<file path="config.mk">
export PLATFORM = sky130hd
export DESIGN_NAME = spiral_order_matrix_reader
export DESIGN_NICKNAME = d
export VERILOG_FILES = /design/src/design/srm_pkg.sv /design/src/design/spiral_order_matrix_reader.sv /design/src/design/srm_ram.sv
export SDC_FILE = /design/constraint.sdc
export NUM_CORES = 2
export LEC_CHECK = 0
export CORE_ASPECT_RATIO = 0.5
export CORE_UTILIZATION = 45
export DETAILED_ROUTE_END_ITERATION = 12
export DONT_BUFFER_PORTS = 1
export GPL_TIMING_DRIVEN = 0
export PLACE_DENSITY_LB_ADDON = 0.3
export SLEW_MARGIN = 0
export SYNTH_ARGS = -nofsm -noshare
export SYNTH_HDL_FRONTEND = slang
export SYNTH_SLANG_ARGS = --single-unit
</file>
<file path="constraint.sdc">
create_clock -name clk -period 9.1 [get_ports clk]
set_input_delay 0.455 -clock clk [delete_from_list [all_inputs] [get_ports clk]]
set_output_delay 0.455 -clock clk [all_outputs]
set_load 0.02 [all_outputs]
</file>
<file path="src/design/srm_pkg.sv">
// Package: sizes, types and register indexes for the spiral-order matrix reader
package srm_pkg;

  localparam int MAX_ROWS    = 8;
  localparam int MAX_COLS    = 8;
  localparam int STORE_DEPTH = MAX_ROWS * MAX_COLS;
  localparam int ADDR_W      = (STORE_DEPTH > 1) ? $clog2(STORE_DEPTH) : 1;
  localparam int CNT_W       = 7;
  localparam int DIM_W       = 4;
  localparam int ROW_W       = (MAX_ROWS > 1) ? $clog2(MAX_ROWS) : 1;
  localparam int COL_W       = (MAX_COLS > 1) ? $clog2(MAX_COLS) : 1;
  localparam int DATA_W      = 32;
  localparam int CFG_IDX_W   = 2;

  typedef logic signed [DATA_W-1:0] word_t;
  typedef logic [DIM_W-1:0]         dim_t;
  typedef logic [CFG_IDX_W-1:0]     cfg_idx_t;

  localparam cfg_idx_t CFG_ROW_COUNT    = cfg_idx_t'(0);
  localparam cfg_idx_t CFG_COLUMN_COUNT = cfg_idx_t'(1);

  // Zero reads as one, anything above the maximum saturates
  function automatic dim_t clamp_dim(input dim_t v, input dim_t maxv);
    dim_t res;
    if (v == dim_t'(0)) begin
      res = dim_t'(1);
    end else if (v > maxv) begin
      res = maxv;
    end else begin
      res = v;
    end
    return res;
  endfunction

endpackage

</file>
<file path="src/design/spiral_order_matrix_reader.sv">
// Spiral-order matrix reader: loads a matrix row-major, replays it in clockwise spiral order
//
// Input: one element per transaction, taken on a rising edge with start high and busy low.
//   Elements arrive in row-major order; the store address is the load count.
// Config: cfg_valid/cfg_ready write channel, index 0 = row_count, index 1 = column_count,
//   4-bit values; 0 is used as 1 and values above 8 saturate. cfg_ready is always high.
//   Higher indexes are ignored. Write only while busy is low.
// Loading: one element per cycle, no result for elements that do not complete the matrix.
// Run: the element completing the matrix raises busy. The spiral sequencer issues one
//   store read per cycle; the store registers the read data and out_valid is registered
//   beside it, so the first strobe follows the state register and the read register. Then
//   one result per cycle, rows*columns results in all, the last flagged by out_run_last.
//   busy drops the cycle after it. Load and replay move one element at a time, through
//   the single write port during the load and the single read port during the run.
// Output: out_valid is a one-cycle strobe; the receiver cannot stall.
// Reset (rst_n low, synchronous): load count zero, sizes 1x1, sequencer idle. The store
//   contents are not cleared; every entry is written before it is read.
module spiral_order_matrix_reader (
  input  logic                    clk,
  input  logic                    rst_n,
  input  logic                    start,
  output logic                    busy,
  input  srm_pkg::word_t          in_element_value,
  output logic                    out_valid,
  output srm_pkg::word_t          out_spiral_value,
  output logic                    out_run_last,
  input  logic                    cfg_valid,
  output logic                    cfg_ready,
  input  srm_pkg::cfg_idx_t       cfg_index,
  input  srm_pkg::dim_t           cfg_data
);
  import srm_pkg::*;

  typedef enum logic [4:0] {
    ST_IDLE  = 5'b00001,
    ST_RIGHT = 5'b00010,
    ST_DOWN  = 5'b00100,
    ST_LEFT  = 5'b01000,
    ST_UP    = 5'b10000
  } state_t;

  state_t             state_r, state_nxt;
  dim_t               row_count_r, column_count_r;
  logic [CNT_W-1:0]   load_cnt_r, load_cnt_nxt;
  logic [ROW_W-1:0]   top_r, top_nxt, bottom_r, bottom_nxt, row_r, row_nxt;
  logic [COL_W-1:0]   left_r, left_nxt, right_r, right_nxt, col_r, col_nxt;
  dim_t               run_cols_r, run_cols_nxt;
  logic               rd_vld_r, rd_last_r;

  dim_t               rows, cols;
  logic [CNT_W-1:0]   total, load_inc, addr_prod;
  logic               accept, complete;
  logic               issue, last;
  logic [ROW_W-1:0]   rd_row;
  logic [COL_W-1:0]   rd_col;
  logic [DATA_W-1:0]  rdata;

  assign cfg_ready = 1'b1;
  assign busy      = (state_r != ST_IDLE) || rd_vld_r;
  assign accept    = start && !busy;

  assign rows     = clamp_dim(row_count_r, dim_t'(MAX_ROWS));
  assign cols     = clamp_dim(column_count_r, dim_t'(MAX_COLS));
  assign total    = CNT_W'(rows) * CNT_W'(cols);
  assign load_inc = load_cnt_r + CNT_W'(1);
  assign complete = load_inc >= total;

  // Sequencer walks one edge per state; bounds shrink as each edge finishes
  always_comb begin
    state_nxt    = state_r;
    load_cnt_nxt = load_cnt_r;
    top_nxt      = top_r;
    bottom_nxt   = bottom_r;
    left_nxt     = left_r;
    right_nxt    = right_r;
    row_nxt      = row_r;
    col_nxt      = col_r;
    run_cols_nxt = run_cols_r;
    issue        = 1'b0;
    last         = 1'b0;
    rd_row       = row_r;
    rd_col       = col_r;
    case (state_r)
      ST_IDLE: begin
        if (accept) begin
          if (complete) begin
            load_cnt_nxt = '0;
            top_nxt      = '0;
            left_nxt     = '0;
            bottom_nxt   = ROW_W'(rows - dim_t'(1));
            right_nxt    = COL_W'(cols - dim_t'(1));
            col_nxt      = '0;
            run_cols_nxt = cols;
            state_nxt    = ST_RIGHT;
          end else begin
            load_cnt_nxt = load_inc;
          end
        end
      end
      ST_RIGHT: begin
        issue  = 1'b1;
        rd_row = top_r;
        rd_col = col_r;
        if (col_r == right_r) begin
          top_nxt = top_r + ROW_W'(1);
          if (top_r == bottom_r) begin
            last      = 1'b1;
            state_nxt = ST_IDLE;
          end else begin
            row_nxt   = top_r + ROW_W'(1);
            state_nxt = ST_DOWN;
          end
        end else begin
          col_nxt = col_r + COL_W'(1);
        end
      end
      ST_DOWN: begin
        issue  = 1'b1;
        rd_row = row_r;
        rd_col = right_r;
        if (row_r == bottom_r) begin
          right_nxt = right_r - COL_W'(1);
          if (right_r == left_r) begin
            last      = 1'b1;
            state_nxt = ST_IDLE;
          end else begin
            col_nxt   = right_r - COL_W'(1);
            state_nxt = ST_LEFT;
          end
        end else begin
          row_nxt = row_r + ROW_W'(1);
        end
      end
      ST_LEFT: begin
        issue  = 1'b1;
        rd_row = bottom_r;
        rd_col = col_r;
        if (col_r == left_r) begin
          bottom_nxt = bottom_r - ROW_W'(1);
          if (bottom_r == top_r) begin
            last      = 1'b1;
            state_nxt = ST_IDLE;
          end else begin
            row_nxt   = bottom_r - ROW_W'(1);
            state_nxt = ST_UP;
          end
        end else begin
          col_nxt = col_r - COL_W'(1);
        end
      end
      ST_UP: begin
        issue  = 1'b1;
        rd_row = row_r;
        rd_col = left_r;
        if (row_r == top_r) begin
          left_nxt = left_r + COL_W'(1);
          if (left_r == right_r) begin
            last      = 1'b1;
            state_nxt = ST_IDLE;
          end else begin
            col_nxt   = left_r + COL_W'(1);
            state_nxt = ST_RIGHT;
          end
        end else begin
          row_nxt = row_r - ROW_W'(1);
        end
      end
      default: begin
        state_nxt = ST_IDLE;
      end
    endcase
  end

  assign addr_prod = CNT_W'(rd_row) * CNT_W'(run_cols_r) + CNT_W'(rd_col);

  always_ff @(posedge clk) begin
    if (!rst_n) begin
      state_r        <= ST_IDLE;
      load_cnt_r     <= '0;
      row_count_r    <= dim_t'(1);
      column_count_r <= dim_t'(1);
      rd_vld_r       <= 1'b0;
      rd_last_r      <= 1'b0;
    end else begin
      state_r    <= state_nxt;
      load_cnt_r <= load_cnt_nxt;
      rd_vld_r   <= issue;
      rd_last_r  <= last;
      if (cfg_valid && cfg_ready) begin
        case (cfg_index)
          CFG_ROW_COUNT:    row_count_r    <= cfg_data;
          CFG_COLUMN_COUNT: column_count_r <= cfg_data;
          default: ;
        endcase
      end
    end
  end

  // Sequencer position needs no reset: only used once a run is set up
  always_ff @(posedge clk) begin
    top_r      <= top_nxt;
    bottom_r   <= bottom_nxt;
    left_r     <= left_nxt;
    right_r    <= right_nxt;
    row_r      <= row_nxt;
    col_r      <= col_nxt;
    run_cols_r <= run_cols_nxt;
  end

  srm_ram #(
    .WIDTH(DATA_W),
    .DEPTH(STORE_DEPTH)
  ) u_store (
    .clk  (clk),
    .we   (accept),
    .waddr(load_cnt_r[ADDR_W-1:0]),
    .wdata(DATA_W'(in_element_value)),
    .re   (issue),
    .raddr(addr_prod[ADDR_W-1:0]),
    .rdata(rdata)
  );

  assign out_valid        = rd_vld_r;
  assign out_spiral_value = $signed(rdata);
  assign out_run_last     = rd_last_r;

endmodule

</file>
<file path="src/design/srm_ram.sv">
// Generic single-port-write, single-port-read RAM with registered read data
module srm_ram #(
  parameter int WIDTH = 32,
  parameter int DEPTH = 64
) (
  input  logic                     clk,
  input  logic                     we,
  input  logic [$clog2(DEPTH)-1:0] waddr,
  input  logic [WIDTH-1:0]         wdata,
  input  logic                     re,
  input  logic [$clog2(DEPTH)-1:0] raddr,
  output logic [WIDTH-1:0]         rdata
);

  logic [WIDTH-1:0] mem [DEPTH];

  always_ff @(posedge clk) begin
    if (we) begin
      mem[waddr] <= wdata;
    end
    if (re) begin
      rdata <= mem[raddr];
    end
  end

endmodule

</file>
==> impl.org <==
** Run
- Across the run, the number of max-cap violations was 1.

** Floorplan
- Number of placed I/O pins :: 78
- Core footprint :: 181000 um^2
- The initial utilization of the core area, before any placement, comes to 45.5%.
- The die is 304 um tall.
- Overall die area :: 184000 um^2
- Total number of placement rows :: 110
- Die Width :: 606 um

** Detailed routing
- For this run, the detailed router's first-pass iteration total came to 5.
- Number of vias per cell :: 6.22
- Detailed routing inserted a total of 40400 vias.
- Antenna viol nets, final :: 0
- Total wire length :: 211 mm
- After detailed routing, the number of remaining DRC violations is 0.
- The detailed router finished its first iteration with 5916 violations.
- Wire length per cell :: 32.4 um

** Timing
- Number of failing setup endpoints in the final timing report :: 0
- Normalized max-slew margin :: -6.53%
- Timing would allow up to 143 MHz.
- The final critical path takes up 77.0% of the cycle.
- For the pin with the worst max-slew slack, the measured transition is 1600 ps.
- Clock skew on the completed layout was measured at 32.2 ps.
- Hold timing on the final database bottoms out at a slack of -8.15 ps.
- Min Tclk post-route :: 7010 ps
- The number of pins with negative max-slew slack in the final report was 11.
- Setup total negative slack on the finished layout was measured at 0 ps.
- Setup repair after global routing left no endpoint under its margin.
- Final hold violations :: 1

** CTS
- Clk pin slew, worst setup/hold paths :: 70 ps
- Insertion delay to the later sink of the worst-skew pair :: 840 ps
- The clock net in this run drives a total of 2124 sinks.
- Root buffer selected by CTS :: sky130_fd_sc_hd__clkbuf_16
- TritonCTS built the clock tree.
- Counting the buffers created by CTS gives 182.
- Clk buf depth :: 3
- The clock tree synthesis step divided the H-tree into 4 levels.

** Synth
- EDFF count, synth :: 2102
- Synthesis produced 3610 cells.
- Most common cell in the synthesized netlist :: sky130_fd_sc_hd__edfxtp_1
- In this run the cell area of the synthesized design comes to 82100 um^2.
- Counting flops with an async set or reset pin after synthesis yields a share of 0%.
- The share of synthesized area in the top cell type comes to 76.9%.
- Counting flops and latches in the post-synthesis netlist gives 2124.
- Yosys synthesis warning count :: 0
- Of the synthesized area, sequential elements account for 77.4%.
- Post-synth top cells :: sky130_fd_sc_hd__edfxtp_1, sky130_fd_sc_hd__mux4_2, sky130_fd_sc_hd__a221oi_1, sky130_fd_sc_hd__a22o_1, sky130_fd_sc_hd__nor2_1
- The number of nets in the synthesized netlist is 3696.
- Yosys attributes the largest share of cell area to sky130_fd_sc_hd__edfxtp_1, sky130_fd_sc_hd__mux4_2, sky130_fd_sc_hd__a221oi_1, sky130_fd_sc_hd__a22o_1, sky130_fd_sc_hd__mux2i_1.
- The largest total area in the synthesized netlist belongs to sky130_fd_sc_hd__edfxtp_1.
- In the synthesized netlist the dominant register cell turns out to be sky130_fd_sc_hd__edfxtp_1.
- After synthesis, the mean cell area works out to 22.7 um^2.
- Post-synth cell types :: 59

** Status
- Result of the run :: complete, but fails checks
- Violated checks :: negative hold slack, max-capacitance violations, max-slew violations

** Hold path
- The tightest min-delay check is of the input pin to register type.

** Critical path
- CP Data Arrival Time :: 7600 ps
- Required time worst endpoint :: 9690 ps
- Category of the worst setup path launch point :: register
- Endpoint type of the worst setup path :: register
- The most numerous cell type found on the critical path is sky130_fd_sc_hd__ha_1.
- In this design, the stage delay of the slowest critical-path cell is 1080 ps.
- Slowest stage cell on the critical path :: sky130_fd_sc_hd__clkbuf_1
- Cell-by-cell trace of the critical path :: or3_1, nor3_1, o21ai_0, o221a_2, and2_1, ha_1, ha_1, ha_1, buf_2, buf_2, clkbuf_1, buf_1, mux4_2, a221oi_1, mux2i_1, mux2_2
- Of all nets on the critical path, the largest fanout is 10.
- The critical path is of the register to register type.

** GRT
- The initial antenna violation count is 10.
- Largest net degree at the start of global routing :: 65
- The number of global-route vias before repair is 39300.
- In the global route stage, overall resource usage came out at 22.8%.
- For this run the aggregate overflow at the end of global routing stands at 0.
- First-pass GRT wire length :: 295 mm

** Place
- Routability cong. :: 0.848
- Counting tap cells, the placed design contains a total of 6084 instances.
- Detailed placement HPWL :: 133 mm
- Input and output buffers added on the ports amount to 0.

** Finish
- Signed area change from the synthesized netlist to the final layout :: 15.2%
- Number of inserted filler cells in the final layout :: 13600
- Cells with a size suffix above 1 make up 26.1% of the layout.
- Final non-filler cell total :: 6490
- The net count of the finished layout is 4012.
==> stage by stage <==
step | hold WS [ps] | worst slack (ps) | utilization [%] | area (um^2)
finish | -8.15 | 2090 | 52.4 | 94600
CTS | 0.256 | 2150 | 52.4 | 94500
floorplan | 442 | 4830 | - | 82100
global route | 1.53 | 1960 | 52.4 | 94600
detailed placement | 479 | 2140 | 48.3 | 87300
global placement | 456 | 2160 | 47.1 | 85100
==> cell families (layout without fill, tap and decap cells) <==
logic type,Yosys count,in the layout,share of synthesized area [%]
flops,2124,2124,77.4
mux,618,618,15.4
compound gates,310,310,3.16
simple gates,236,236,1.35
buf+inv,229,696,1.43
xor+xnor,48,48,0.529
fa+ha+maj,44,44,0.762
other cells,1,6,0.00457
==> area by class of cell <==
class	instances	area, um^2	share of cell area (%)
tap	2408	3010	3.18
antenna	5	12.5	0.0132
sequential	2124	63600	67.2
timing repair buffer	132	2890	3.06
buffer	196	1050	1.11
multi-input combinational	1257	17900	18.9
clock inverter	115	1330	1.40
inverter	33	124	0.131
clock buffer	220	4740	5.01
==> path summary, 6_finish.rpt <==
| kind | startpoint | end | slack [ps] | cells after the start |
|---|---|---|---|---|
| worst min-delay path | in_element_value[5] | u_store.mem[44][5] | -8 | 1 |
| worst max register to register | state_r[4] | u_store.rdata[16] | 2090 | 16 |
| worst min register to register | row_count_r[0] | row_count_r[0] | 500 | 2 |
| worst max-delay path | state_r[4] | u_store.rdata[16] | 2090 | 16 |
==> cells in the final DEF (no fill, tap or decap), drive strengths merged, types with 24 or more instances in the layout <==
master / Yosys / layout
nand2: 38 / 38
clkbuf: 108 / 328
mux2: 32 / 32
nor2: 112 / 112
a22o: 128 / 128
bufinv: 0 / 24
ha: 34 / 34
dlygate4sd3: 0 / 32
edfxtp: 2102 / 2102
buf: 88 / 188
clkinv: 1 / 81
a221oi: 128 / 128
inv: 32 / 36
xor2: 24 / 24
mux2i: 74 / 74
mux4: 512 / 512
==> routing by layer <==
metal / track usage, % / vias to the layer above / wire length, um
li1: - / 16100 / -
met1: 34.4 / 21700 / 86900
met2: 32.4 / 2351 / 91900
met3: 6.27 / 260 / 25900
met4: 7.04 / 6 / 5930
met5: 0 / - / 40
==> critical path: cells and delay by family, from the launching register on <==
kind	cells	cell delay, ps
buffers and inverters	4	2600
DFF	1	360
adders and majority gates	3	820
AOI/OAI and AO/OA	3	890
and+or+nand+nor	3	720
muxes	3	1360
==> timing repair <==
action                                 in CTS  in global routing
setup endpoints to repair                   0                  0
gates resized for setup                     0                  0
endpoints found under the hold margin    2070                  0
hold buffers                               64                  0
buffers inserted                            0                  0
==> flip-flops by register name, summed over array words and instances (netlist names) <==
name / cells
load_cnt_r: 7
bottom_r: 3
col_r: 3
run_cols_r: 4
out_run_last: 1
column_count_r: 4
right_r: 3
u_store.mem: 2048
u_store.rdata: 32
state_r: 5
row_count_r: 4
row_r: 3
out_valid: 1
top_r: 3
left_r: 3
Power is left out: the tool's default activity adds up to more than one toggle a clock period on the data nets, which glitch-free logic cannot reach.
